`src/sv/bns_pkg.sv`:
```
`default_nettype none
package bns_pkg;

    localparam int unsigned COORD_W  = 20;
    localparam int unsigned RADIUS_W = 12;
    localparam int unsigned SCALE_W  = 10;
    localparam int unsigned QIDX_W   = 10;
    localparam int unsigned NIDX_W   = 10;
    localparam int unsigned LEN_W    = 20;
    localparam int unsigned MODE_W   = 2;
    localparam int unsigned DIFF_W   = COORD_W + 1;
    localparam int unsigned MOP_W    = 23;
    localparam int unsigned PROD_W   = 2 * MOP_W;
    localparam int unsigned DIST2_W  = 42;
    localparam int unsigned ROOT_W   = DIST2_W / 2;
    localparam int unsigned CMP_W    = DIST2_W + 16;
    localparam int unsigned PADDR_W  = 3;

    localparam logic [SCALE_W-1:0] SCALE_RESET = SCALE_W'(256);
    localparam logic [LEN_W-1:0]   LEN_MAX     = '1;

    localparam logic [MODE_W-1:0] MODE_APPEND = 2'd0;
    localparam logic [MODE_W-1:0] MODE_QUERY  = 2'd1;
    localparam logic [MODE_W-1:0] MODE_CLEAR  = 2'd2;

    typedef logic [MODE_W-1:0]          t_mode;
    typedef logic signed [COORD_W-1:0]  t_coord;
    typedef logic [RADIUS_W-1:0]        t_radius;

    typedef struct packed {
        t_coord  x;
        t_coord  y;
        t_coord  z;
        t_radius radius;
    } t_atom;

    typedef struct packed {
        logic [NIDX_W-1:0] idx;
        logic [LEN_W-1:0]  len;
    } t_bond;

endpackage
`default_nettype wire

```
`src/sv/bns_isqrt.sv`:
```
`default_nettype none
module bns_isqrt (
    input  wire logic                         i_clk,
    input  wire logic                         i_rst_n,
    input  wire logic                         i_start,
    input  wire logic [bns_pkg::DIST2_W-1:0]  i_x,
    output logic                              o_done,
    output logic [bns_pkg::ROOT_W-1:0]        o_root
);
    import bns_pkg::*;

    localparam int unsigned REM_W = ROOT_W + 3;
    localparam int unsigned CNT_W = $clog2(ROOT_W + 1);

    logic [DIST2_W-1:0] r_x;
    logic [REM_W-1:0]   r_rem;
    logic [ROOT_W-1:0]  r_root;
    logic [CNT_W-1:0]   r_cnt;
    logic               r_busy;
    logic               r_done;

    logic [REM_W+1:0]   sh;
    logic [REM_W+1:0]   trial;
    logic               take;

    // two radicand bits per step, one root bit out
    assign sh    = {r_rem, r_x[DIST2_W-1 -: 2]};
    assign trial = (REM_W + 2)'({r_root, 2'b01});
    assign take  = (sh >= trial);

    always_ff @(posedge i_clk) begin
        if (!i_rst_n) begin
            r_busy <= 1'b0;
            r_done <= 1'b0;
        end else begin
            r_done <= 1'b0;
            if (i_start) begin
                r_busy <= 1'b1;
            end else if (r_busy && r_cnt == CNT_W'(1)) begin
                r_busy <= 1'b0;
                r_done <= 1'b1;
            end
        end
    end

    always_ff @(posedge i_clk) begin
        if (i_start) begin
            r_x    <= i_x;
            r_rem  <= '0;
            r_root <= '0;
            r_cnt  <= CNT_W'(ROOT_W);
        end else if (r_busy) begin
            r_x    <= r_x << 2;
            r_rem  <= take ? REM_W'(sh - trial) : REM_W'(sh);
            r_root <= {r_root[ROOT_W-2:0], take};
            r_cnt  <= r_cnt - CNT_W'(1);
        end
    end

    assign o_done = r_done;
    assign o_root = r_root;

endmodule
`default_nettype wire

```
`config.mk`:
```
export PLATFORM = sky130hd
export DESIGN_NAME = bns_isqrt
export DESIGN_NICKNAME = d
export VERILOG_FILES = /design/src/sv/bns_pkg.sv /design/src/sv/bns_isqrt.sv
export SDC_FILE = /design/constraint.sdc
export NUM_CORES = 1
export LEC_CHECK = 0
export BUFFER_PORTS_ARGS = -buffer_cell sky130_fd_sc_hd__buf_2
export CAP_MARGIN = 20
export CORE_MARGIN = 4
export CORE_UTILIZATION = 50
export CTS_BUF_LIST = sky130_fd_sc_hd__clkbuf_16
export DETAILED_ROUTE_END_ITERATION = 6
export PLACE_DENSITY_LB_ADDON = 0.1
export SKIP_LAST_GASP = 1
export SLEW_MARGIN = 0
export SYNTH_ARGS = -nofsm -noshare
export SYNTH_HDL_FRONTEND = slang
export SYNTH_SLANG_ARGS = --single-unit
```
`constraint.sdc`:
```
create_clock -name i_clk -period 4.2 [get_ports i_clk]
set_input_delay 0.84 -clock i_clk [delete_from_list [all_inputs] [get_ports i_clk]]
set_output_delay 0.84 -clock i_clk [all_outputs]
set_load 0.02 [all_outputs]
```
==> results.sh <==
export IMPL_run_status="finished clean"
export IMPL_syn_nets=549
export IMPL_ys_top_cells_by_area="edfxtp_1 25%, dfxtp_1 21%, mux2_2 9.0%"
export IMPL_n_antenna_cell=0
export IMPL_finalHoldViolations=0
export IMPL_syn_mean_instance_area_um2=10.5
export IMPL_path_buf_inv=1
export IMPL_power_density_nw_per_um2=658
export IMPL_clock_path_buffers=2
export IMPL_startpoint="o_root[13]"
export IMPL_irDropWorstVdd_mv=0.419
export IMPL_path_class="flop to flop"
export IMPL_synth_distinct_cells=52
export IMPL_drt_iter0_markers=195
export IMPL_wl_per_cell_um=15.0
export IMPL_fin_nets=607
export IMPL_postCtsSetupRepairBufs=0
export IMPL_yosys_area_top_type="edfxtp_1"
export IMPL_dp_hpwl_mm=7.23
export IMPL_cp_end_kind="flop"
export IMPL_power_uw=3770
export IMPL_yosys_warnings=0
export IMPL_grt_pass1_vias=3553
export IMPL_max_freq_ghz=0.319
export IMPL_antenna_found_initial=0
export IMPL_num_vias=3601
export IMPL_synth_seq_cells=94
export IMPL_reg2reg_slack_ns=1.06
export IMPL_cts_resized=0
export IMPL_hp_class="flop to flop"
export IMPL_cp_cell_sequence="inv_1, ha_1, and3_1, nand4_1, or4_1, and3_1, o211a_2, or3_1, a311oi_2"
export IMPL_grt_start_max_net_pins=49
export IMPL_drive_gt1_frac=0.238
export IMPL_synth_edf_count=42
export IMPL_fin_tns_setup_ns=0
export IMPL_crit_cells=9
export IMPL_cts_root_buf="clkbuf_16"
export IMPL_finalSetupViolCount=0
export IMPL_dieWidth_um=108
export IMPL_yosys_most_used_dff="dfxtp_1"
export IMPL_routed_wl_mm=10.1
export IMPL_drt_pass1_iter_count=4
export IMPL_hold_buffers=0
export IMPL_row_count=36
export IMPL_viasPerCell=5.33
export IMPL_yosysTopAreaCellShare=0.251
export IMPL_start_util=0.513
export IMPL_crit_end="r_rem[23]"
export IMPL_cp_required_ns=4.46
export IMPL_slew_headroom=0.392
export IMPL_postSynth_asyncResetShare=0
export IMPL_postSynthCellCount=479
export IMPL_arrival_ns=3.40
export IMPL_fp_dieArea_um2=11700
export IMPL_grt_usage=0.181
export IMPL_overflow=0
export IMPL_cts_reportedPaths_clkPinSlew_ns=0.07
export IMPL_fin_crit_sh=0.747
export IMPL_numCtsBuffers=9
export IMPL_h_tree_depth=3
export IMPL_synth_seq_area_share=0.459
export IMPL_reg2reg_to="r_rem[23]"
export IMPL_worstReg2RegStart="o_root[13]"
export IMPL_maxSlewViolCount=0
export IMPL_die_h_um=108
export IMPL_slowest_delay_ns=0.52
export IMPL_ff2ff_path_depth=9
export IMPL_crit_path_start_kind="flop"
export IMPL_detail_route_antenna_nets=0
export IMPL_io_pins=67
export IMPL_cts_tree="done"
export IMPL_skew_ns=0.00352
export IMPL_path_common_cell="and3_1"
export IMPL_power_leakage_uw=0.00237
export IMPL_grt_pass1_wl_mm=16.7
export IMPL_synth_area_um2=5020
export IMPL_core_area_um2=9770
export IMPL_synthToLayoutAreaGrowth_pct=14.1
export IMPL_tightest_slew_ns=0.912
export IMPL_period_needed_ns=3.14
export IMPL_crit_slowest_cell="o211a_2"
export IMPL_rsz0062_at_grt="no"
export IMPL_cts_num_sinks=94
export IMPL_drv_cap=0
export IMPL_cp_top_family="simple AND/OR/NAND/NOR gates"
export IMPL_port_buffers=66
export IMPL_drc_errors=0
export IMPL_synthTopCellsByCount="52 x dfxtp_1, 52 x nor2_1, 42 x edfxtp_1, 40 x mux2_2, 36 x mux2i_1"
export IMPL_critPathMaxFanout=32
export IMPL_insertion_delay_ns=0.34
export IMPL_gp_congestion=0.893
cells by family (layout without fill, tap and decap cells):
logic type,count (synthesis),count (layout),share of synthesized area
and+or+nand+nor,118,118,0.111
DFF,94,94,0.459
AOI/OAI and AO/OA,89,89,0.124
muxes,77,77,0.164
buffers and inverters,54,117,0.0414
adders and majority gates,25,25,0.0624
xor gates and xnor gates,22,22,0.0384
tightest hold or removal path: cells and delay by family, from the launching register on:
family | cells | cell delay [ns]
DFF | 1 | 0.33
and+or+nand+nor | 1 | 0.05
AOI/OAI and AO/OA | 1 | 0.05
registers in the layout, indices dropped and copies added (netlist names):
| register | cells |
|---|---|
| o_done | 1 |
| r_busy | 1 |
| r_rem | 24 |
| r_cnt | 5 |
| o_root | 21 |
| r_x | 42 |
through the flow:
stage          utilization  std cells  hold WS [ns]  setup WS (ns)  cell area (um^2)
2_1_floorplan            -        479         0.433           1.44              5020
3_3_place_gp         0.558        659         0.447           1.14              5460
3_5_place_dp         0.558        659         0.463           1.05              5460
4_1_cts              0.586        675         0.472           1.03              5720
5_1_grt              0.586        675         0.485          0.909              5720
6_report             0.586        675         0.470           1.06              5720
placed cells by master (no fill, tap or decap), drive strengths merged, types with 4 or more instances in the layout:
| cell | n |
|---|---|
| mux2i | 36 |
| mux2 | 41 |
| and2 | 5 |
| o21ai | 11 |
| and3 | 4 |
| or3 | 4 |
| a31oi | 4 |
| buf | 71 |
| nand3 | 8 |
| dfxtp | 52 |
| a21oi | 20 |
| clkbuf | 9 |
| edfxtp | 42 |
| o21a | 5 |
| nor2b | 7 |
| nand2 | 22 |
| xnor2 | 17 |
| a21o | 12 |
| nor2 | 52 |
| a211oi | 16 |
| xor2 | 5 |
| inv | 32 |
| ha | 25 |
worst min-delay path by stage:
| stage | start | endpoint | cells past startpoint |
|---|---|---|---|
| 5_1_grt | r_rem[0] | r_rem[0] | 2 |
| 2_1_floorplan | r_rem[22] | r_rem[22] | 2 |
| 4_1_cts | r_rem[0] | r_rem[0] | 2 |
| 3_3_place_gp | r_rem[22] | r_rem[22] | 2 |
| 3_5_place_dp | r_rem[0] | r_rem[0] | 2 |
| 6_report | r_rem[0] | r_rem[0] | 2 |
power breakdown:
group,switching [uW],total (uW),internal [uW]
clock,348,745,397
combinational,991,1840,846
sequential,88.5,1190,1100
metal layers:
metal,part of all wire,routed length [um],global-route usage
met4,0.015,151,0.0640
met1,0.47,4730,0.231
met3,0.039,390,0.0400
met2,0.48,4850,0.302
met5,0,0,0
layout make-up:
type	instances	area, um^2
timing repair buffer	71	368
multi-input combinational	331	2510
sequential	94	2300
tap	133	166
clock inverter	7	41.3
fill	909	4050
inverter	30	113
clock buffer	9	225
Power figures use the tool's default switching activity.
